===== config.mk =====
export PLATFORM = sky130hd
export DESIGN_NAME = ntab_cell
export DESIGN_NICKNAME = d
export VERILOG_FILES = /design/src/hdl/ntab_pkg.sv /design/src/hdl/ntab_cell.sv
export SDC_FILE = /design/constraint.sdc
export NUM_CORES = 1
export LEC_CHECK = 0
export ABC_CLOCK_PERIOD_IN_PS = 2300
export BUFFER_PORTS_ARGS = -buffer_cell sky130_fd_sc_hd__buf_2
export CORE_AREA = 3 3 179 181
export DETAILED_ROUTE_END_ITERATION = 8
export DIE_AREA = 0 0 182 184
export GPL_TIMING_DRIVEN = 0
export HOLD_SLACK_MARGIN = 0.08
export PLACE_DENSITY = 0.55
export SYNTH_ARGS = -nofsm -noshare
export SYNTH_HDL_FRONTEND = slang
export SYNTH_SLANG_ARGS = --single-unit

===== constraint.sdc =====
create_clock -name clk_i -period 2.3 [get_ports clk_i]
set_input_delay 0.46 -clock clk_i [delete_from_list [all_inputs] [get_ports clk_i]]
set_output_delay 0.46 -clock clk_i [all_outputs]
set_load 0.005 [all_outputs]

===== src/hdl/ntab_pkg.sv =====
// shared types and constants for the name table
package ntab_pkg;

  // fixed field widths
  localparam int unsigned KEY_BYTES = 19;
  localparam int unsigned NAME_W    = 8 * KEY_BYTES;
  localparam int unsigned CNT_W     = 7;

  typedef enum logic [1:0] {
    KIND_CREATE = 2'd0,
    KIND_DELETE = 2'd1,
    KIND_SEARCH = 2'd2,
    KIND_LIST   = 2'd3
  } kind_e;

  typedef enum logic [2:0] {
    ST_CREATED   = 3'd0,
    ST_DUPLICATE = 3'd1,
    ST_FULL      = 3'd2,
    ST_DELETED   = 3'd3,
    ST_NOT_FOUND = 3'd4,
    ST_EMPTY     = 3'd5,
    ST_FOUND     = 3'd6,
    ST_LIST      = 3'd7
  } status_e;

  typedef enum logic [1:0] {
    FSM_IDLE,
    FSM_SCAN,
    FSM_FILL,
    FSM_RESP
  } fsm_e;

  // one stored name, byte 0 in the lowest bits of low
  typedef struct packed {
    logic [23:0] high;
    logic [63:0] mid;
    logic [63:0] low;
  } name_t;

  typedef struct packed {
    kind_e       kind;
    logic [63:0] key_low;
    logic [63:0] key_mid;
    logic [23:0] key_high;
  } req_t;

  typedef struct packed {
    status_e          status;
    logic [CNT_W-1:0] position;
    logic [63:0]      entry_low;
    logic [63:0]      entry_mid;
    logic [23:0]      entry_high;
    logic [CNT_W-1:0] occupancy;
    logic             final_res;
  } res_t;

  // ring control from the sequencer to the cells
  typedef struct packed {
    logic shift;
    logic inject;
  } ring_ctl_t;

endpackage


===== src/hdl/ntab_cell.sv =====
// one slot of the rotating name ring
module ntab_cell
  import ntab_pkg::*;
(
  input  logic      clk_i,
  input  ring_ctl_t ctl_i,
  input  name_t     neighbour_i,
  input  name_t     inject_data_i,
  output name_t     entry_o
);

  name_t entry_q;
  name_t entry_d;

  // take the neighbour's name, or a new one at the tail
  always_comb begin
    entry_d = ctl_i.inject ? inject_data_i : neighbour_i;
  end

  always_ff @(posedge clk_i) begin
    if (ctl_i.shift) begin
      entry_q <= entry_d;
    end
  end

  assign entry_o = entry_q;

endmodule


* Yosys cells after proc, flatten, opt, wreduce, memory -nomap -nowiden
Cells that the tools add are included.
** Cells by class
- Muxes and demuxes :: 1
** Operators with widths (number)
- $mux 152 :: 1
** Word-level totals
- Logic and storage cells :: 4
- Register bits :: 152
- Output and inout bits :: 152

* Longest topological paths before layout
Gate-level depths: netlist of run 1.
- Word-level depth :: 1
- Depth in mapped cells :: 4

* Worst setup path after synthesis of run 1
Ideal clock, no wire load.
- Path type :: in2reg
- Start :: in ctl_i[0] (netlist name)
- End :: reg entry_q, in the netlist entry_o[100], data pin
- Library setup time :: 260 ps
- Stages :: 4
- Path slack :: 881 ps
- Arrival :: 1159 ps
- Cells stage by stage :: buf_6 -> buf_6 -> buf_6 -> mux2_4
** RTL lines
- start: declaration :: line ntab_cell.sv:6 : input ring_ctl_t ctl_i,
- end signal: assignment :: line ntab_cell.sv:22 : entry_q <= entry_d;
- end: declaration :: line ntab_cell.sv:12 : name_t entry_q;

* Final worst setup path of run 1
- Start :: reg entry_q, in the netlist entry_o[45]
- End :: out entry_o[45] (netlist name)
** RTL lines
- end: declaration :: line ntab_cell.sv:9 : output name_t entry_o
No word-level cell between the ends.

==> impl_metrics.env, run 1 <==
export IMPL_yosys_cell_types_count=5
export IMPL_routedWlPerCell_um=17.1
export IMPL_finalSetupViolations=0
export IMPL_p_per_area_nw_per_um2=705
export IMPL_ys_ff_latch=152
export IMPL_syn2layout_area_growth_pct=50.1
export IMPL_synth_top_area_cell="edfxtp_1"
export IMPL_antenna_cells=0
export IMPL_ir_worst_vdd_v=0.000473
export IMPL_fin_util=0.330
export IMPL_arrival_ns=0.97
export IMPL_port_buffers=457
export IMPL_place_detailed_hpwl_um=16600
export IMPL_clkPwrFrac=0.377
export IMPL_switching_share=0.234
export IMPL_grt_antenna_before_repair=1
export IMPL_postCtsResizedCells=0
export IMPL_period_needed_ns=1.43
export IMPL_start_util=0.220
export IMPL_vias=4717
export IMPL_drtIter0Drc=144
export IMPL_holdWs_ns=0.338
export IMPL_ant_nets=0
export IMPL_ctsLongestPathBuffers=2
export IMPL_routabilityCongestion=0.712
export IMPL_ctsHoldBuffers=0
export IMPL_synth_area_um2=6720
export IMPL_finalHoldViolations=0
export IMPL_die_y_um=184
export IMPL_num_rows=64
export IMPL_critPathTopFamily="flip-flops"
export IMPL_combPwrFrac=0.145
export IMPL_p_total_mw=7.11
export IMPL_cap_violations=0
export IMPL_clk_pin_slew_ns=0.07
export IMPL_drc_errors=0
export IMPL_nets=1105
export IMPL_leakage_nw=4.58
export IMPL_p_int_mw=5.45
export IMPL_grt_pass1_wl_um=29300
export IMPL_synth_area_leaders="edfxtp_1 68%, mux2_4 18%, mux2_2 12%, buf_6 1.7%, buf_2 0.52%"
export IMPL_die_w_um=182
export IMPL_relSlewSlack=0.535
export IMPL_stdcell_area_um2=10100
export IMPL_fin_crit_sh=0.622
export IMPL_postCtsSetupBuffers=0
export IMPL_yosys_warnings=0
export IMPL_switchingPower_mw=1.66
export IMPL_first_pass_iters=4
export IMPL_finalNonFillerCells=1207
export IMPL_syn_avg_cell_area_um2=20.9
export IMPL_pre_cts_ws_ns=0.437
export IMPL_worstHoldStart="inject_data_i[114]"
export IMPL_status="finished, final reports clean"
export IMPL_place_inst=1175
export IMPL_track_usage=0.117
export IMPL_grt_pass1_vias=5027
export IMPL_crit_cells=1
export IMPL_critical_path_buf_inv_count=1
export IMPL_seq_power_share=0.479
export IMPL_cp_cell_sequence="buf_2"
export IMPL_cts_max_level=4
export IMPL_end_kind="output port"
export IMPL_path_max_fanout=1
export IMPL_required_ns=1.84
export IMPL_clock_sinks=152
export IMPL_critPathLaunchType="flop"
export IMPL_fin_ws_ns=0.870
export IMPL_synth_nets=628
export IMPL_slew_viol_final=0
export IMPL_hold_depth=2
export IMPL_hold_path_end="entry_o[114]"
export IMPL_seq_area_frac_synth=0.679
export IMPL_path_class="reg -> out"
export IMPL_avgViaCountPerCell=3.91
export IMPL_yosysTopAreaCellShare=0.679
export IMPL_dieArea_um2=33500
export IMPL_io_pins=459
export IMPL_placed_cell_area_um2=9540
export IMPL_postRouteWirelength_um=20700
export IMPL_finalSetupTns_ns=0
export IMPL_core_area_um2=30600
export IMPL_critPathSlowestCell="edfxtp_1"
export IMPL_clock_fmax_mhz=699
export IMPL_gr_total_overflow=0
export IMPL_rsz0062_at_grt="no"
export IMPL_netlist_instances=321
export IMPL_cts_tree="built"
export IMPL_max_stage_delay_ns=0.41
export IMPL_grt_max_degree=85
export IMPL_worst_pin_slew_ns=0.698
export IMPL_largest_register_ffs=152
export IMPL_cts_root_buf="clkbuf_16"
export IMPL_hp_class="in -> reg"
export IMPL_cts_buffers=17
export IMPL_drive_above_1_share=0.809
-- worst max-delay path by stage --
stage / from / to
2_1_floorplan: ctl_i[0] / entry_o[100]
3_3_place_gp: ctl_i[1] / entry_o[20]
3_5_place_dp: ctl_i[1] / entry_o[61]
4_1_cts: entry_o[45] / entry_o[45]
5_1_grt: entry_o[45] / entry_o[45]
6_report: entry_o[45] / entry_o[45]
-- cells by family (layout without fill, tap and decap cells) --
kind of cell	Yosys count	in the layout	share of synthesized area
buffers and inverters	17	507	0.0220
DFF	152	152	0.679
muxes	152	152	0.299
-- power groups by stage --
stage	Combinational (mW)	Sequential [mW]	Clock, mW
after detailed placement	1.06	3.47	0
final	1.03	3.40	2.68
after CTS	1.06	3.41	2.80
after floorplan	0.355	3.51	0
after global routing	1.12	3.43	2.93
after global placement	1.04	3.47	0
-- synthesized netlist by cell type --
master / instances
buf_2: 7
buf_6: 10
edfxtp_1: 152
mux2_2: 72
mux2_4: 80
-- final cells by class --
type	count	area, µm²
multi-input combinational	152	2010
clock buffer	17	425
sequential	152	4560
fill	3087	20500
timing repair buffer	458	2320
tap	396	495
buffer	17	148
clock inverter	15	128
-- layout by cell type (no fill, tap or decap) --
| cell | n |
|---|---|
| buf_16 | 1 |
| clkinv_1 | 3 |
| clkinv_2 | 1 |
| inv_6 | 3 |
| buf_2 | 463 |
| mux2_2 | 72 |
| clkbuf_16 | 17 |
| bufinv_16 | 1 |
| buf_6 | 11 |
| edfxtp_1 | 152 |
| clkinvlp_4 | 5 |
| clkinv_4 | 2 |
| mux2_4 | 80 |
-- metal layers --
metal,vias up,part of all wire,track usage
met5,-,0.00063,0
met4,2,0.013,0.0353
met3,11,0.11,0.0487
met2,279,0.51,0.209
met1,2198,0.37,0.127
li1,2227,-,-
No activity file was read; power rests on OpenSTA's default activity.
==> inputs of run 2 (changes only) <==
- ABC_CLOCK_PERIOD_IN_PS: 2300 -> 1200
- CORE_AREA: 3 3 179 181 -> 3 3 178 180
- DIE_AREA: 0 0 182 184 -> 0 0 181 183
- PLACE_DENSITY: 0.55 -> 0.57
- clock period: 2.3 -> 1.2 ns (I/O delays scaled with it)
==> impl_metrics.env, run 2 (synthesis results as in run 1) <==
export IMPL_status="complete, but fails checks"
export IMPL_violations="negative setup slack"
export IMPL_cts_tree="built"
export IMPL_path_max_fanout=1
export IMPL_hold_depth=2
export IMPL_grt_pass1_vias=5069
export IMPL_grt_antenna_before_repair=1
export IMPL_track_usage=0.117
export IMPL_hp_class="in -> reg"
export IMPL_place_detailed_hpwl_um=16400
export IMPL_period_needed_ns=1.23
export IMPL_finalHoldViolations=0
export IMPL_cp_cell_sequence="buf_2"
export IMPL_p_total_mw=14.2
export IMPL_mostFrequentLayoutCells="463 x buf_2, 152 x edfxtp_1, 80 x mux2_4, 72 x mux2_2, 17 x clkbuf_16"
export IMPL_die_w_um=181
export IMPL_fin_util=0.335
export IMPL_critPathSlowestCell="edfxtp_1"
export IMPL_cts_root_buf="clkbuf_16"
export IMPL_leakage_nw=4.62
export IMPL_p_per_area_nw_per_um2=1400
export IMPL_cts_max_level=4
export IMPL_ctsLongestPathBuffers=2
export IMPL_routedWlPerCell_um=16.9
export IMPL_core_area_um2=30300
export IMPL_cts_buffers=17
export IMPL_finalSetupViolations=3
export IMPL_max_stage_delay_ns=0.42
export IMPL_avgViaCountPerCell=3.90
export IMPL_io_pins=459
export IMPL_first_pass_iters=4
export IMPL_num_rows=64
export IMPL_grt_max_degree=79
export IMPL_worstHoldStart="neighbour_i[69]"
export IMPL_routabilityCongestion=0.748
export IMPL_clock_sinks=152
export IMPL_arrival_ns=0.99
export IMPL_ir_worst_vdd_v=0.000652
export IMPL_grt_pass1_wl_um=29400
export IMPL_drc_errors=0
export IMPL_end_kind="output port"
export IMPL_critPathTopFamily="flip-flops"
export IMPL_postRouteWirelength_um=20400
export IMPL_critical_path_buf_inv_count=1
export IMPL_postCtsResizedCells=0
export IMPL_drtIter0Drc=147
export IMPL_relSlewSlack=0.560
export IMPL_required_ns=0.96
export IMPL_postCtsSetupBuffers=0
export IMPL_start_util=0.222
export IMPL_dieArea_um2=33100
export IMPL_fin_crit_sh=1.02
export IMPL_fin_ws_ns=-0.0276
export IMPL_nets=1105
export IMPL_die_y_um=183
export IMPL_worst_pin_slew_ns=0.660
export IMPL_rsz0062_at_grt="yes"
export IMPL_gr_total_overflow=0
export IMPL_clock_fmax_mhz=815
export IMPL_slew_viol_final=0
export IMPL_drive_above_1_share=0.808
export IMPL_mostFrequentLayoutCell="buf_2"
export IMPL_hold_path_end="entry_o[69]"
export IMPL_ctsHoldBuffers=0
export IMPL_syn2layout_area_growth_pct=51.1
export IMPL_path_class="reg -> out"
export IMPL_largest_register_ffs=152
export IMPL_ant_nets=0
export IMPL_clk_pin_slew_ns=0.07
export IMPL_port_buffers=457
export IMPL_crit_cells=1
export IMPL_cap_violations=0
export IMPL_critPathLaunchType="flop"
export IMPL_vias=4712
[run 2: cell types whose count changed in the layout (fill, tap and decap cells not counted)]
cell / change
clkinvlp_4: -4
clkinv_2: +1
clkbuf_8: +1
clkinv_1: -3
buf_6: -1
bufinv_16: +3
diode_2: +1
clkbuf_1: +4
inv_6: -2
clkinv_4: +1
[run 2: final cells by class]
cell class                      count  area, µm²
Antenna cell                        1       2.50
Buffer                             17        148
Clock buffer                       21        440
Clock inverter                     11        173
Fill cell                        3039      20200
Multi-Input combinational cell    152       2010
Sequential cell                   152       4560
Tap cell                          396        495
Timing Repair Buffer              458       2320
[run 2: per-layer routing]
metal	GRT usage	routed length, µm
met3	0.0490	1940
met4	0.0378	363
met5	0	0
met2	0.211	10700
met1	0.125	7430
[run 2: worst max-delay path by stage]
stage                             from      endpoint  slack, ns
after floorplan               ctl_i[0]  entry_o[100]      0.001
after global routing      entry_o[140]  entry_o[140]      -0.07
after CTS                 entry_o[121]  entry_o[121]      -0.07
after detailed placement      ctl_i[1]   entry_o[55]      -0.44
final                     entry_o[121]  entry_o[121]      -0.03
after global placement        ctl_i[1]   entry_o[55]      -2.07
[run 2: report_power, final]
part	switching [mW]	total [mW]	internal, mW	leakage (nW)
combinational	0.794	1.97	1.18	2.84
sequential	0.115	6.54	6.42	1.49
clock	2.17	5.67	3.50	0.296
[run 2: through the flow]
step                      setup slack [ns]  cells  TNS, ns  cell area [µm²]  hold slack [ns]
after floorplan                    0.00108    321        0             6720            0.352
after global placement               -2.07   1174  -335.58             9510            0.540
after CTS                          -0.0656   1207   -0.463            10200           0.0874
after global routing               -0.0664   1208    -2.00            10200           0.0863
after detailed placement            -0.441   1175   -63.39             9540            0.543
final                              -0.0276   1208  -0.0405            10200            0.118
