[src/hdl/ntab_pkg.sv]
// shared types and constants for the name table
package ntab_pkg;

  // fixed field widths
  localparam int unsigned KEY_BYTES = 19;
  localparam int unsigned NAME_W    = 8 * KEY_BYTES;
  localparam int unsigned CNT_W     = 7;

  typedef enum logic [1:0] {
    KIND_CREATE = 2'd0,
    KIND_DELETE = 2'd1,
    KIND_SEARCH = 2'd2,
    KIND_LIST   = 2'd3
  } kind_e;

  typedef enum logic [2:0] {
    ST_CREATED   = 3'd0,
    ST_DUPLICATE = 3'd1,
    ST_FULL      = 3'd2,
    ST_DELETED   = 3'd3,
    ST_NOT_FOUND = 3'd4,
    ST_EMPTY     = 3'd5,
    ST_FOUND     = 3'd6,
    ST_LIST      = 3'd7
  } status_e;

  typedef enum logic [1:0] {
    FSM_IDLE,
    FSM_SCAN,
    FSM_FILL,
    FSM_RESP
  } fsm_e;

  // one stored name, byte 0 in the lowest bits of low
  typedef struct packed {
    logic [23:0] high;
    logic [63:0] mid;
    logic [63:0] low;
  } name_t;

  typedef struct packed {
    kind_e       kind;
    logic [63:0] key_low;
    logic [63:0] key_mid;
    logic [23:0] key_high;
  } req_t;

  typedef struct packed {
    status_e          status;
    logic [CNT_W-1:0] position;
    logic [63:0]      entry_low;
    logic [63:0]      entry_mid;
    logic [23:0]      entry_high;
    logic [CNT_W-1:0] occupancy;
    logic             final_res;
  } res_t;

  // ring control from the sequencer to the cells
  typedef struct packed {
    logic shift;
    logic inject;
  } ring_ctl_t;

endpackage

[src/hdl/ntab_ctrl.sv]
// sequencer: request decode, ring scan, entry count and result register
module ntab_ctrl
  import ntab_pkg::*;
#(
  parameter int unsigned CAPACITY   = 64,
  parameter int unsigned NAME_BYTES = 19
) (
  input  logic      clk_i,
  input  logic      rst_ni,
  input  logic      in_valid_i,
  output logic      in_stall_o,
  input  req_t      req_i,
  output logic      out_valid_o,
  input  logic      out_stall_i,
  output res_t      res_o,
  input  name_t     head_i,
  output ring_ctl_t ring_ctl_o,
  output name_t     inject_data_o
);

  fsm_e             state_q, state_d;
  logic [CNT_W-1:0] step_q, step_d;
  logic [CNT_W-1:0] count_q, count_d;
  logic [CNT_W-1:0] idx_q, idx_d;
  logic [CNT_W-1:0] pos_q, pos_d;
  logic             found_q, found_d;
  status_e          status_q, status_d;
  kind_e            kind_q;
  name_t            key_q, hold_q;
  logic             out_valid_q, out_valid_d;
  res_t             out_q, out_d;
  logic             key_load, hold_load, out_load;
  logic             last_step, in_range, hit, out_free, advance;

  // zero every byte past the name limit or past the first zero byte
  function automatic name_t normalise(req_t r);
    logic [NAME_W-1:0] raw;
    logic [NAME_W-1:0] res;
    logic [7:0]        b;
    logic              ended;
    raw   = {r.key_high, r.key_mid, r.key_low};
    res   = '0;
    ended = 1'b0;
    for (int i = 0; i < KEY_BYTES; i++) begin
      b = raw[8*i +: 8];
      if (i >= NAME_BYTES || ended) begin
        b = 8'd0;
      end
      if (b == 8'd0) begin
        ended = 1'b1;
      end
      res[8*i +: 8] = b;
    end
    return name_t'(res);
  endfunction

  assign last_step = (step_q == CNT_W'(CAPACITY - 1));
  assign in_range  = (step_q < count_q);
  assign hit       = in_range && (head_i == key_q);
  assign out_free  = !out_valid_q || !out_stall_i;
  assign advance   = (kind_q != KIND_LIST) || !in_range || out_free;

  // next state and ring control
  always_comb begin
    state_d       = state_q;
    step_d        = step_q;
    count_d       = count_q;
    idx_d         = idx_q;
    pos_d         = pos_q;
    found_d       = found_q;
    status_d      = status_q;
    key_load      = 1'b0;
    hold_load     = 1'b0;
    out_load      = 1'b0;
    out_d         = out_q;
    ring_ctl_o    = '0;
    inject_data_o = key_q;
    in_stall_o    = (state_q != FSM_IDLE);

    case (state_q)
      FSM_IDLE: begin
        if (in_valid_i) begin
          key_load = 1'b1;
          step_d   = '0;
          found_d  = 1'b0;
          idx_d    = '0;
          pos_d    = '0;
          state_d  = FSM_SCAN;
          case (req_i.kind)
            KIND_CREATE: begin
              if (count_q >= CNT_W'(CAPACITY)) begin
                status_d = ST_FULL;
                state_d  = FSM_RESP;
              end
            end
            KIND_SEARCH: begin
              if (count_q == '0) begin
                status_d = ST_NOT_FOUND;
                state_d  = FSM_RESP;
              end
            end
            default: begin
              if (count_q == '0) begin
                status_d = ST_EMPTY;
                state_d  = FSM_RESP;
              end
            end
          endcase
        end
      end

      FSM_SCAN: begin
        if (advance) begin
          ring_ctl_o.shift = 1'b1;
          step_d           = step_q + 1'b1;
          case (kind_q)
            KIND_CREATE: begin
              if (hit) begin
                found_d = 1'b1;
              end
              // append behind the last occupied slot
              if (step_q == count_q && !found_q) begin
                ring_ctl_o.inject = 1'b1;
              end
              if (last_step) begin
                status_d = found_q ? ST_DUPLICATE : ST_CREATED;
                count_d  = found_q ? count_q : count_q + 1'b1;
                state_d  = FSM_RESP;
              end
            end
            KIND_LIST: begin
              if (in_range) begin
                out_load         = 1'b1;
                out_d            = '0;
                out_d.status     = ST_LIST;
                out_d.position   = step_q + 1'b1;
                out_d.entry_low  = head_i.low;
                out_d.entry_mid  = head_i.mid;
                out_d.entry_high = head_i.high;
                out_d.occupancy  = count_q;
                out_d.final_res  = (step_q + 1'b1 == count_q);
              end
              if (last_step) begin
                state_d = FSM_IDLE;
              end
            end
            default: begin
              if (hit && !found_q) begin
                found_d = 1'b1;
                idx_d   = step_q;
              end
              // keep the last entry to refill the hole
              if (kind_q == KIND_DELETE && step_q == count_q - 1'b1) begin
                hold_load = 1'b1;
              end
              // a hit in the final slot counts on this same step
              if (last_step) begin
                if (!found_d) begin
                  status_d = ST_NOT_FOUND;
                  state_d  = FSM_RESP;
                end else if (kind_q == KIND_DELETE) begin
                  step_d  = '0;
                  state_d = FSM_FILL;
                end else begin
                  status_d = ST_FOUND;
                  pos_d    = idx_d + 1'b1;
                  state_d  = FSM_RESP;
                end
              end
            end
          endcase
        end
      end

      // second lap of a delete: move the last entry into the freed slot
      FSM_FILL: begin
        ring_ctl_o.shift  = 1'b1;
        ring_ctl_o.inject = (step_q == idx_q);
        inject_data_o     = hold_q;
        step_d            = step_q + 1'b1;
        if (last_step) begin
          count_d  = count_q - 1'b1;
          status_d = ST_DELETED;
          state_d  = FSM_RESP;
        end
      end

      FSM_RESP: begin
        if (out_free) begin
          out_load        = 1'b1;
          out_d           = '0;
          out_d.status    = status_q;
          out_d.position  = pos_q;
          out_d.occupancy = count_q;
          out_d.final_res = 1'b1;
          state_d         = FSM_IDLE;
        end
      end

      default: begin
        state_d = FSM_IDLE;
      end
    endcase
  end

  // output register valid
  always_comb begin
    out_valid_d = out_valid_q;
    if (out_load) begin
      out_valid_d = 1'b1;
    end else if (!out_stall_i) begin
      out_valid_d = 1'b0;
    end
  end

  // control state
  always_ff @(posedge clk_i or negedge rst_ni) begin
    if (!rst_ni) begin
      state_q     <= FSM_IDLE;
      step_q      <= '0;
      count_q     <= '0;
      idx_q       <= '0;
      pos_q       <= '0;
      found_q     <= 1'b0;
      status_q    <= ST_CREATED;
      kind_q      <= KIND_CREATE;
      out_valid_q <= 1'b0;
    end else begin
      state_q     <= state_d;
      step_q      <= step_d;
      count_q     <= count_d;
      idx_q       <= idx_d;
      pos_q       <= pos_d;
      found_q     <= found_d;
      status_q    <= status_d;
      out_valid_q <= out_valid_d;
      if (key_load) begin
        kind_q <= req_i.kind;
      end
    end
  end

  // payload registers
  always_ff @(posedge clk_i) begin
    if (key_load) begin
      key_q <= normalise(req_i);
    end
    if (hold_load) begin
      hold_q <= head_i;
    end
    if (out_load) begin
      out_q <= out_d;
    end
  end

  assign out_valid_o = out_valid_q;
  assign res_o       = out_q;

endmodule

[config.mk]
export PLATFORM = sky130hd
export DESIGN_NAME = ntab_ctrl
export DESIGN_NICKNAME = d
export VERILOG_FILES = /design/src/hdl/ntab_pkg.sv /design/src/hdl/ntab_ctrl.sv
export SDC_FILE = /design/constraint.sdc
export NUM_CORES = 1
export LEC_CHECK = 0
export ABC_AREA = 1
export BUFFER_PORTS_ARGS = -buffer_cell sky130_fd_sc_hd__buf_2
export CAP_MARGIN = 15
export CORE_AREA = 2 2 245 247
export CTS_CLUSTER_SIZE = 20
export DETAILED_ROUTE_END_ITERATION = 8
export DIE_AREA = 0 0 247 249
export GPL_TIMING_DRIVEN = 0
export PLACE_DENSITY_LB_ADDON = 0.3
export SLEW_MARGIN = 40
export SYNTH_ARGS = -nofsm -noshare
export SYNTH_HDL_FRONTEND = slang
export SYNTH_SLANG_ARGS = --single-unit
[constraint.sdc]
create_clock -name clk_i -period 13.1 [get_ports clk_i]
set_input_delay 0.655 -clock clk_i [delete_from_list [all_inputs] [get_ports clk_i]]
set_output_delay 0.655 -clock clk_i [all_outputs]
set_load 0.05 [all_outputs]
-- After elaboration in Yosys (flattened, before gate mapping)
Cells that the tools add are included.
- register bits after elaboration: 511
- word-level logic and storage cells: 265
- memories: 0
- latch bits: 0
- bits in writable memories: 0
- bits in read-only memories: 0
- bits of input ports: 310
- output and inout bits: 326
- multiplexer cells: 155
- eq/ne operators: 34
- shifts and indexed selects: 0
- bitwise gates (word level): 0
- divide/modulo/power cells: 0
- multipliers: 0
- reduce and logical (&&, ||, !) cells: 47
- $lt $le $gt $ge: 2
- add/sub/neg operators: 4
- operator list (kind ; count):
    2-to-1 mux 170 bit ; 4
    case mux 170 bit (2 select lines) ; 1
    2-to-1 mux 8 bit ; 34
    2-to-1 mux 7 bit ; 22
    == test 152 bit ; 1
    2-to-1 mux 152 bit ; 1
    zero test 8 bit ; 18
    2-to-1 mux 1 bit ; 60
    case mux 7 bit (2 select lines) ; 3
    2-to-1 mux 3 bit ; 10
    == test 7 bit ; 4
    inequality test 2 bit, second input constant ; 14
    adder 7 x 1 -> 7 bit, second input constant ; 3
    case mux 7 bit (3 select lines) ; 1
    2-to-1 mux 2 bit ; 10
    inequality test 3 bit, second input constant ; 5
    case mux 3 bit (2 select lines) ; 2
    AND reduction 6 bit ; 2
    AND reduction 10 bit ; 1
    AND reduction 5 bit ; 2
    case mux 3 bit (3 select lines) ; 1
    == test 2 bit, second input constant ; 4
    case mux 2 bit (2 select lines) ; 2
    case mux 2 bit (4 select lines) ; 1
    other kinds (20) ; 36

-- Longest topological paths before layout
Gate-level depths: netlist (run 1).
- depth after elaboration: 88
- gate-level depth with buffers: 39
- depth with buffers taken out: 38

-- Least setup slack after synthesis (run 1)
Ideal clock, no wire load.
- path type: register -> register
- start point: register state_q[1]
- end point: register hold_q[0] in the netlist's numbering (enable)
- setup slack: 403 ps
- stages on the path, launching flop included: 10
- data required time: 12249 ps
- clock period less this slack: 12697 ps
- arrival time: 11846 ps
- buffers on the path: 1
- path through: dfrtp_1 > inv_1 > ha_1 > clkbuf_1 > nand2_1 > nor4_1 > o21ai_0 > a2111oi_0 > nand2_1 > nor3_1
- longest elaborated chain between the ends: 2
- RTL lines (element ; RTL line ; text):
    from (decl) ; ntab_ctrl.sv:21 ; fsm_e state_q, state_d;
    from (signal assigned) ; ntab_ctrl.sv:229 ; state_q <= state_d;
    == test 2 x 1 -> 1 bit ; ntab_ctrl.sv:80 ; case (state_q)
    2-to-1 mux 1 bit ; ntab_ctrl.sv:80 ;
    named net hold_load ; ntab_ctrl.sv:32 ; logic key_load, hold_load, out_load;
    to (signal assigned) ; ntab_ctrl.sv:249 ; hold_q <= head_i;
    to (decl) ; ntab_ctrl.sv:29 ; name_t key_q, hold_q;
The timed path passes the listed nets, and every way through them passes these cells.
A chain may end at the register's enable or synchronous reset.

-- Worst setup path after layout (run 1)
- start point: input req_i[93] in the netlist's numbering
- end point: register key_q[149] in the netlist's numbering (data pin)
- longest elaborated chain between the ends: 88
- RTL lines (element ; RTL line ; text):
    from (decl) ; ntab_ctrl.sv:12 ; input req_t req_i,
    zero test 8 bit * ; ntab_ctrl.sv:49 ; if (b == 8'd0) begin
    2-to-1 mux 1 bit * ; ntab_ctrl.sv:49 ;
    2-to-1 mux 1 bit * ; ntab_ctrl.sv:245 ; if (key_load) begin
    2-to-1 mux 8 bit ; ntab_ctrl.sv:46 ; if (i >= NAME_BYTES || ended) begin
    2-to-1 mux 8 bit ; ntab_ctrl.sv:245 ;
    zero test 8 bit ; ntab_ctrl.sv:49 ;
    2-to-1 mux 1 bit * ; ntab_ctrl.sv:49 ;
    2-to-1 mux 1 bit * ; ntab_ctrl.sv:245 ;
    [... 72 more ...] ; - ;
    zero test 8 bit ; ntab_ctrl.sv:49 ;
    2-to-1 mux 1 bit * ; ntab_ctrl.sv:49 ;
    2-to-1 mux 1 bit * ; ntab_ctrl.sv:245 ;
    2-to-1 mux 8 bit ; ntab_ctrl.sv:46 ;
    2-to-1 mux 8 bit ; ntab_ctrl.sv:245 ;
    zero test 8 bit ; ntab_ctrl.sv:49 ;
    2-to-1 mux 1 bit * ; ntab_ctrl.sv:49 ;
    2-to-1 mux 1 bit * ; ntab_ctrl.sv:245 ;
    to (signal assigned) ; ntab_ctrl.sv:246 ; key_q <= normalise(req_i);
    to (decl) ; ntab_ctrl.sv:29 ;
Every way passes the cells marked *; elsewhere a longest branch is shown, timed or not. The select of a mux whose other input is x is not followed.

==> metrics, run 1 <==
Crit Path Class=primary input to register; YS warnings=0; Critical Path Slowest Stage Cell=nor2_2; CP max stage delay=between 300 and 400 ps; GRT overflow=0; CP bufs+invs=2; HP Class=primary input to asynchronous set/reset pin; Startpoint Class=primary input; Clock Skew=~37 ps; routed vias/inst=approximately 5.0; Worst Path Arrival=roughly 5600 ps; maximum vdd drop=0.169 mV; Clock Tree Root=clkbuf_16; H-tree depth=2; port buffer count=around 640; Total Neg Setup Slack=0 ps; final RePlAce weighted congestion=between 0.9 and 1; vias in the first global route=19100; met3 GRT Util=under 10%; met2 usage=roughly half; Detailed Route WL=around 90000 um; synthesized cell area=~23000 um^2; period utilization=between 40% and 50%; die area=between 60000 and 70000 um^2; largest net degree at the start of global routing=57; Yosys reg bits=511; Post-Syn Area per Cell=approximately 10 um^2; count of cell types in the netlist=between 40 and 50; Hold Vio Cnt, Final=0; most frequent cells after synthesis=nand2_1, edfxtp_1, inv_1; top post-synthesis cells by area=edfxtp_1, nand2_1, inv_1; WL/cell=~24 um; Post-DP HPWL=73400 um; CTS max path bufs=3; Detail Route Antenna Nets=0; CTS sink count=between 500 and 600; GR peak layer=met2; asr flop ratio synth=7.24%; Final #Nets=3318; Worst-path clk slew=about 60 ps; critical-path maximum fanout=10; CTS tree=done; number of synthesized flops with an enable pin=474; MaxCap Viol Count=0; Core ar.=between 50000 and 60000 um^2; 1st-pass router iterations=5; Leak=around 14 nW; count leader, synth=nand2_1; Setup Viol. Count Final=0; initial antenna violation count=15; Initial Utilization=between 40 and 50%; leading area contributor after synthesis=edfxtp_1; CTS hold repair buffers=0; post-route cell area=29900 um^2; CP top delay family=simple AND/OR/NAND/NOR gates; die width=~250 um; setup slack, reg-to-reg=approximately 8000 ps; vias=19000; slew margin rel.=between 40% and 50%; Power Total=roughly 6.8 mW; RSZ-0062 raised after global routing=no; Worst Max-Slew Pin Slew=between 800 and 900 ps; # IOs=636; Area Overhead vs Synth=27.3%; num rows=89; Setup Buffers After CTS=0; Worst EP required=around 13000 ps; met1 Resource Use GR=between 30 and 40%; Top FF cell, synth=edfxtp_1; hold_ws=37.9 ps; Cell Area, Placed=~28000 um^2; Clk Latency, worst-skew pair=~620 ps; CP endpoint kind=register; Post-CTS Resized=0; die height=249 um; Cell Pwr Density=roughly 230 nW/um^2; first-pass GRT wire length=roughly 130000 um; share of post-route cells with drive strength above 1=a little over a quarter; Num CTS Buffers=54; run status=finished clean; min Tclk post-route=around 5300 ps; final core utilization=between 50% and 60%; max-slew violations=0; GRT Util Overall=between 20 and 30%; Iter 0 DRT Violations=between 1500 and 2000; Synth top area share=between 60 and 70%; Fmax=187 MHz; share of the yosys chip area belonging to registers=between 60% and 70%; drt drc=0; Post-Syn Nets=2587; cells after synthesis=about 2300
cell type report:
cell class                 count  area [um^2]
buffer                        59          238
multi-input combinational   1286         6600
sequential                   511        15200
clock inverter                32          312
timing repair buffer         675         3630
clock buffer                  69         1450
inverter                     403         1520
tap                          773          967
antenna                        4         10.0
fill                        5394        28800
power by group:
group          total [mW]  internal [mW]  switching, mW
clock                1.55          0.883          0.667
sequential           2.25           2.14          0.112
combinational        2.96          0.595           2.37
flip-flops by register name, summed over array words and instances (netlist names), 2 cells and up:
signal and count:
res_o 170, hold_q 152, key_q 152, count_q 7, idx_q 7, pos_q 7
step_q 7, status_q 3, kind_q 2, state_q 2
cells in the final DEF, fill, tap and decap left out, drive strengths merged, types with 31 or more instances in the layout:
master,instances
buf,679
clkbuf,124
dfrtp,37
edfxtp,474
inv,402
nand2,532
nand4,31
nor2,334
o21ai,72
o41ai,32
xnor2,118
worst paths after layout:
kind | from | endpoint | cells past startpoint
max | req_i[93] | key_q[149] | 40
min | rst_ni | count_q[3] | 1
max reg2reg | state_q[1] | hold_q[108] | 20
min reg2reg | count_q[5] | res_o[6] | 0
max in group asynchronous | rst_ni | idx_q[6] | 1
min in group clk_i | head_i[124] | hold_q[124] | 1
stage by stage:
stage,instances,worst slack [ps]
after floorplan,2259,403
after global placement,3667,-7440
after detailed placement,3707,7160
final,3812,7770
after CTS,3808,7750
after global routing,3810,7390
layer usage:
layer	share of wire (%)	wire [um]
met1	40	35900
met2	49	44600
met3	7.8	6990
met5	0.089	80
met4	2.8	2520
cells by family (layout without fill, tap and decap cells):
group	count (synthesis)	in the layout	share of synthesized area (%)
AND/OR/NAND/NOR	944	944	16.1
flip-flops	511	511	64.6
buffers and inverters	462	1238	7.42
AO/OA/AOI/OAI	181	181	5.63
XOR/XNOR	143	143	5.34
adder cells (fa/ha/maj)	18	18	0.959
other	0	4	0
(Power assumes the default switching activity.)
==> inputs of run 2 (changes only) <==
==> constraint.sdc (replaced) <==
create_clock -name clk_i -period 4.9 [get_ports clk_i]
set_input_delay 0.245 -clock clk_i [delete_from_list [all_inputs] [get_ports clk_i]]
set_output_delay 0.245 -clock clk_i [all_outputs]
set_load 0.05 [all_outputs]
==> run 2 against run 1 <==
Compared with the run above: design area up 11%; combinational power grew to 2.8 times the previous value; count of clock-buffer cells in the layout increased by 4; die area unchanged; first-iteration DRC count is 6.0% higher; final cell count is 7.4% higher.
==> metrics, run 2 (synthesis results as in run 1) <==
share of post-route cells with drive strength above 1=25.2% (-1.8 points); run status=finished clean; Placed Instances=3695 (-0.32%); Num CTS Buffers=56 (+3.7%); CP endpoint kind=register; num rows=89 (unchanged); largest net degree at the start of global routing=65 (+14%); vias in the first global route=21200 (+11%); Worst EP required=5190 ps (-8210 ps); Switching Fraction=46.3% (-0.18 points); CTS tree=done; Clock Skew=37.1 ps (+0.296 ps); Clk Latency, worst-skew pair=620 ps (about the same); final RePlAce weighted congestion=0.974 (+3.0%); die height=249 um (unchanged); Startpoint Class=primary input; Post-DP HPWL=73600 um (+0.29%); MaxCap Viol Count=0 (unchanged); HP Class=primary input to register; post-placement setup slack=-566 ps (-7720 ps); period utilization=99.3%; Worst-path clk slew=60 ps (about the same); maximum vdd drop=0.409 mV (+140%); Core ar.=58700 um^2 (unchanged); max reg flops=170 (unchanged); sequential power share=32.8% (-0.5 points); GRT overflow=0 (unchanged); Area Overhead vs Synth=41.7%; Initial Utilization=40.0% (unchanged); commonest cells after routing, fill and taps aside=buf_2, nand2_1, edfxtp_1; Iter 0 DRT Violations=1705 (+6.0%); most used cell, CP=nand2_2; slew margin rel.=43.7% (-2.3 points); drt drc=0 (unchanged); Crit Path Class=primary input to register; Clock Tree Root=clkbuf_16; 1st-pass router iterations=7 (+2); Cell Pwr Density=554 nW/um^2 (+140%); Critical Path Slowest Stage Cell=dlygate4sd3_1; Non-Filler Instances=4094 (+7.4%); switching pwr=8.53 mW (+170%); internal power=9.88 mW (+170%); commonest non-fill, non-tap cell in the layout=buf_2; initial antenna violation count=4 (-11); routed vias/inst=5.03 (+1.0%); Combinational Power Share=44.6% (+0.8 points); Leak=15.1 nW (+11%); Final #Nets=3603 (+8.6%); die width=247 um (unchanged); Setup Viol. Count Final=0 (unchanged); critical-path maximum fanout=8 (-2); H-tree depth=2 (unchanged); final worst slack=36.4 ps (-7730 ps); min Tclk post-route=4860 ps; port buffer count=635 (unchanged); Detailed Route WL=95600 um (+6.1%); power share of the clock group=22.7% (-0.2 points); # IOs=636 (unchanged); GRT Util Overall=30.3% (+1.3 points); # fillers=4876 (-9.6%); CP max stage delay=520 ps (+200 ps); Fmax=206 MHz; first-pass GRT wire length=136000 um (+5.6%); Hold Vio Cnt, Final=0 (unchanged); CTS max path bufs=3 (unchanged); max-slew violations=0 (unchanged); die area=61500 um^2 (unchanged); Worst Max-Slew Pin Slew=842 ps (+31.4 ps); vias=20600 (+8.5%); Detail Route Antenna Nets=0 (unchanged); WL/cell=23.4 um (-1.2%); Worst Path Arrival=5160 ps (-480 ps); CTS sink count=511 (unchanged)
[run 2: worst max-delay path, delay by kind of cell]
kind	cells	cell delay, ps
AND/OR/NAND/NOR	17	2470
buffers and inverters	3	700
AO/OA/AOI/OAI	18	1710
[run 2: final timing paths]
kind | start | end | slack [ps] | cells past startpoint
max in group asynchronous | rst_ni | pos_q[4] | 4320 | 2
worst min register to register | count_q[5] | res_o[6] | 450 | 0
min in group asynchronous | rst_ni | count_q[4] | 170 | 2
worst min-delay path | req_i[147] | key_q[59] | 40 | 3
worst max register to register | count_q[6] | pos_q[6] | 470 | 18
worst max-delay path | req_i[102] | key_q[151] | 40 | 38
[run 2: layout make-up]
type	instances	area [um^2]	share of cell area, %
Sequential cell	511	15200	45.6
Antenna cell	4	10.0	0.0301
Clock buffer	73	1500	4.50
Multi-Input combinational cell	1286	7000	21.0
Timing Repair Buffer	958	6580	19.8
Tap cell	773	967	2.91
Inverter	403	1520	4.57
Clock inverter	27	277	0.831
Buffer	59	248	0.745
[run 2: power by group through the flow]
stage	clock, mW	sequential [mW]	combinational [mW]
after floorplan	0	7.37	3.98
after global placement	0	6.23	7.70
after detailed placement	0	6.10	7.94
after CTS	4.22	6.02	8.16
after global routing	4.40	6.09	8.60
final	4.17	6.03	8.21
[run 2: repair_timing]
action / CTS / global route
hold buffers: 294 / 0
endpoints found under the hold margin: 453 / 0
buffers inserted: 0 / 6
gates resized for setup: 0 / 45
endpoints found under the setup margin: 0 / 16
[run 2: through the flow]
stage	area [um^2]	hold slack (ps)	util (%)	TNS, ps	power (mW)
2_1_floorplan	23500	-50.6	-	-110150	11.3
3_3_place_gp	27700	417	47.2	-953170	13.9
5_1_grt	33300	5.68	56.7	-1080	19.1
4_1_cts	32900	1.12	56.0	0	18.4
6_report	33300	35.9	56.7	0	18.4
3_5_place_dp	28100	255	48.0	-8620	14.0
[run 2: per-layer routing]
| metal | GRT usage (%) | wire, um | vias to the layer above |
|---|---|---|---|
| met1 | 37.3 | 36700 | 9978 |
| met5 | 0 | 8 | - |
| li1 | - | - | 9369 |
| met2 | 51.3 | 46500 | 992 |
| met3 | 6.35 | 7450 | 243 |
| met4 | 13.2 | 4870 | 2 |
==> inputs of run 3 (changes only) <==
--- a/config.mk
+++ b/config.mk
@@ -5,14 +5,12 @@
 export SDC_FILE = /design/constraint.sdc
 export NUM_CORES = 1
 export LEC_CHECK = 0
-export ABC_AREA = 1
 export BUFFER_PORTS_ARGS = -buffer_cell sky130_fd_sc_hd__buf_2
 export CAP_MARGIN = 15
-export CORE_AREA = 2 2 245 247
+export CORE_AREA = 2 2 250 252
 export CTS_CLUSTER_SIZE = 20
 export DETAILED_ROUTE_END_ITERATION = 8
-export DIE_AREA = 0 0 247 249
-export GPL_TIMING_DRIVEN = 0
+export DIE_AREA = 0 0 252 254
 export PLACE_DENSITY_LB_ADDON = 0.3
 export SLEW_MARGIN = 40
 export SYNTH_ARGS = -nofsm -noshare
==> constraint.sdc (replaced) <==
create_clock -name clk_i -period 4.4 [get_ports clk_i]
set_input_delay 0.22 -clock clk_i [delete_from_list [all_inputs] [get_ports clk_i]]
set_output_delay 0.22 -clock clk_i [all_outputs]
set_load 0.05 [all_outputs]
==> run 3 against run 2 <==
Compared with the run above: non-clock buffer count decreased by 44; critical path type is now register to register; critical endpoint is now pos_q[4]; largest cell class unchanged; via count decreased by 12%; worst setup slack improved by 240 ps.
==> metrics, run 3 <==
Simple-Gate Fraction of Synth Area=13.5% (-2.6 points); max reg flops=170 (unchanged); Top FF cell, synth=edfxtp_1; Cell Pwr Density=630 nW/um^2 (+14%); GRT overflow=0 (unchanged); H-tree depth=2 (unchanged); port buffer count=635 (unchanged); Setup crit start=key_q[29]; Synth Area in Adders=0.980% (+0.020 points); cells after synthesis=1605 (-29%); commonest non-fill, non-tap cell in the layout=buf_2; hold_ws=47.0 ps (+11.1 ps); WL/cell=26.1 um (+12%); CTS tree=done; vias in the first global route=18800 (-12%); Clock Skew=28.0 ps (-9.10 ps); Clock Tree Root=clkbuf_16; Startpoint Class=register; critical-path maximum fanout=6 (-2); dominant combinational cell family by area after synthesis=simple AND/OR/NAND/NOR gates; Detail Route Antenna Nets=0 (unchanged); switching pwr=8.91 mW (+4.4%); Setup Buffers After CTS=0 (unchanged); HP Class=primary input to register; share of the yosys chip area belonging to registers=65.9% (+1.4 points); RSZ-0062 raised after global routing=no; synthesized cell area=23000 um^2 (-2.1%); first-pass GRT wire length=125000 um (-8.0%); count of cell types in the netlist=64 (+52%); run status=finished clean; YS warnings=0 (unchanged); Crit Path Class=register to register; setup slack, reg-to-reg=270 ps (-200 ps); GRT Util Overall=26.9% (-3.4 points); final RePlAce weighted congestion=0.982 (+0.89%); Combinational Power Share=42.7% (-1.9 points); Clk Latency, worst-skew pair=630 ps (about the same); Final #Nets=2901 (-19%); MaxCap Viol Count=0 (unchanged); asr flop ratio synth=7.24% (unchanged); Post-Syn Nets=1933 (-25%); Synth top area share=61.9% (+1.3 points); Area Overhead vs Synth=40.4%; top post-synthesis cells by area=edfxtp_1, mux2_2, xnor2_1; Synth Area in Compound Gates=3.27% (-2.4 points); num rows=91 (+2.2%); reg2reg path depth=13 (-5); Post-Syn Area per Cell=14.3 um^2 (+38%); Fmax=242 MHz; number of synthesized flops with an enable pin=474 (unchanged); power share of the clock group=23.7% (+1.0 points); Worst Max-Slew Pin Slew=819 ps (-22.5 ps); 1st-pass router iterations=6 (-1); Worst Path Arrival=4630 ps (-530 ps); CTS sink count=511 (unchanged); share of post-route cells with drive strength above 1=35.4% (+10 points); maximum vdd drop=0.463 mV (+13%); final core utilization=52.7% (-4.0 points); drt drc=0 (unchanged); initial antenna violation count=8 (+4); count leader, synth=edfxtp_1; commonest cells after routing, fill and taps aside=buf_2, edfxtp_1, dlygate4sd3_1; Setup crit end=pos_q[4]; leading area contributor after synthesis=edfxtp_1; CTS max path bufs=3 (unchanged); die width=252 um (+2.0%); max-slew violations=0 (unchanged); die area=64000 um^2 (+4.1%); Iter 0 DRT Violations=1670 (-2.1%); Switching Fraction=43.8% (-2.5 points); vias=18000 (-12%); Setup Viol. Count Final=0 (unchanged); Hold Vio Cnt, Final=0 (unchanged); # IOs=636 (unchanged); Yosys reg bits=511 (unchanged); min Tclk post-route=between 4000 and 5000 ps; die height=254 um (+2.0%); Initial Utilization=37.5% (-2.5 points); Num CTS Buffers=56 (unchanged); Worst-path clk slew=60 ps (about the same); sequential power share=33.6% (+0.8 points); routed vias/inst=5.28 (+5.0%); Leak=12.4 nW (-18%); period utilization=93.8%; internal power=11.4 mW (+16%); RR Endpoint=pos_q[4]; Post-DP HPWL=66100 um (-10%); Detailed Route WL=89100 um (-6.8%); Core ar.=61300 um^2 (+4.4%); most frequent cells after synthesis=edfxtp_1, mux2_2, nor2b_1; post-synthesis mux area share=7.86% (+7.9 points); Worst EP required=4900 ps (-290 ps); CP endpoint kind=register; slew margin rel.=45.4% (+1.7 points); worst r2r src=key_q[29]; Power Total=20.3 mW (+10%); largest net degree at the start of global routing=114 (+75%); Post-Synth XOR/XNOR Area=6.82% (+1.5 points)
-- run 3: cell types whose count changed in the layout (fill, tap and decap cells not counted), moves of 91 or more --
cell / previous run / this run
and2_1: 0 / 91
mux2_2: 0 / 152
nand2_1: 514 / 52
nor2_1: 330 / 39
nor2b_1: 0 / 151
inv_1: 384 / 27
-- run 3: final cells by class --
cell class | count | area (um^2)
flip-flops and latches | 511 | 15200
clock inverters | 34 | 365
fillers | 5093 | 29000
inverters | 33 | 133
well taps | 790 | 988
repair buffers | 973 | 6570
diodes | 8 | 20.0
clock buffers | 68 | 1470
multi-input cells | 998 | 7570
-- run 3: metal layers --
metal / track usage, % / wire [um]
met4: 8.66 / 2880
met3: 5.66 / 6630
met5: 0 / 26
met2: 46.8 / 44400
met1: 33.4 / 35100
-- run 3: what timing repair did --
item                                   4_1_cts  5_1_grt
setup endpoints to repair                    2        0
hold buffers                               302        0
endpoints found under the hold margin      478        0
resized for setup                            1        0
-- run 3: critical path, cell delays in order, from the launching register on --
cell,delay [ps]
edfxtp_1,410
xnor2_1,430
nand4_1,390
nor4_2,540
nand4_1,400
nor4_4,320
and2_1,300
mux2i_1,290
inv_1,70
ha_1,270
nand3_1,130
xor2_1,160
mux2i_1,90
a22o_1,200
-- run 3: metrics by stage --
step	instance area [um^2]	setup slack, ps	instances	setup TNS [ps]
final	32300	274	3415	0
after floorplan	23100	-1290	1605	-277050
after global routing	32300	30.9	3411	0
after CTS	32200	249	3406	0
after global placement	27400	69.7	3002	0
after detailed placement	27400	-38.0	3002	-38.0
-- run 3: cells by family (layout without fill, tap and decap cells) --
| family | count (synthesis) | after routing |
|---|---|---|
| AO/OA/AOI/OAI | 108 | 108 |
| XOR/XNOR | 179 | 179 |
| adder cells (fa/ha/maj) | 18 | 18 |
| buffers and inverters | 96 | 1108 |
| flip-flops | 511 | 511 |
| multiplexers | 161 | 161 |
| other | 0 | 8 |
| AND/OR/NAND/NOR | 532 | 532 |
-- run 3: power by group through the flow --
stage	registers (mW)	clock network (mW)	logic [mW]
after floorplan	8.48	0	4.34
after global placement	6.89	0	8.35
after detailed placement	6.91	0	8.39
after CTS	6.82	4.89	8.63
after global routing	6.90	5.07	8.99
final	6.83	4.82	8.68
-- run 3: how the worst min path moves through the flow --
stage	start	to	cells after the start
after floorplan	rst_ni	count_q[0]	0
after global placement	rst_ni	status_q[0]	1
after detailed placement	rst_ni	status_q[2]	1
after CTS	req_i[147]	key_q[59]	2
after global routing	req_i[147]	key_q[59]	2
final	req_i[147]	key_q[59]	2
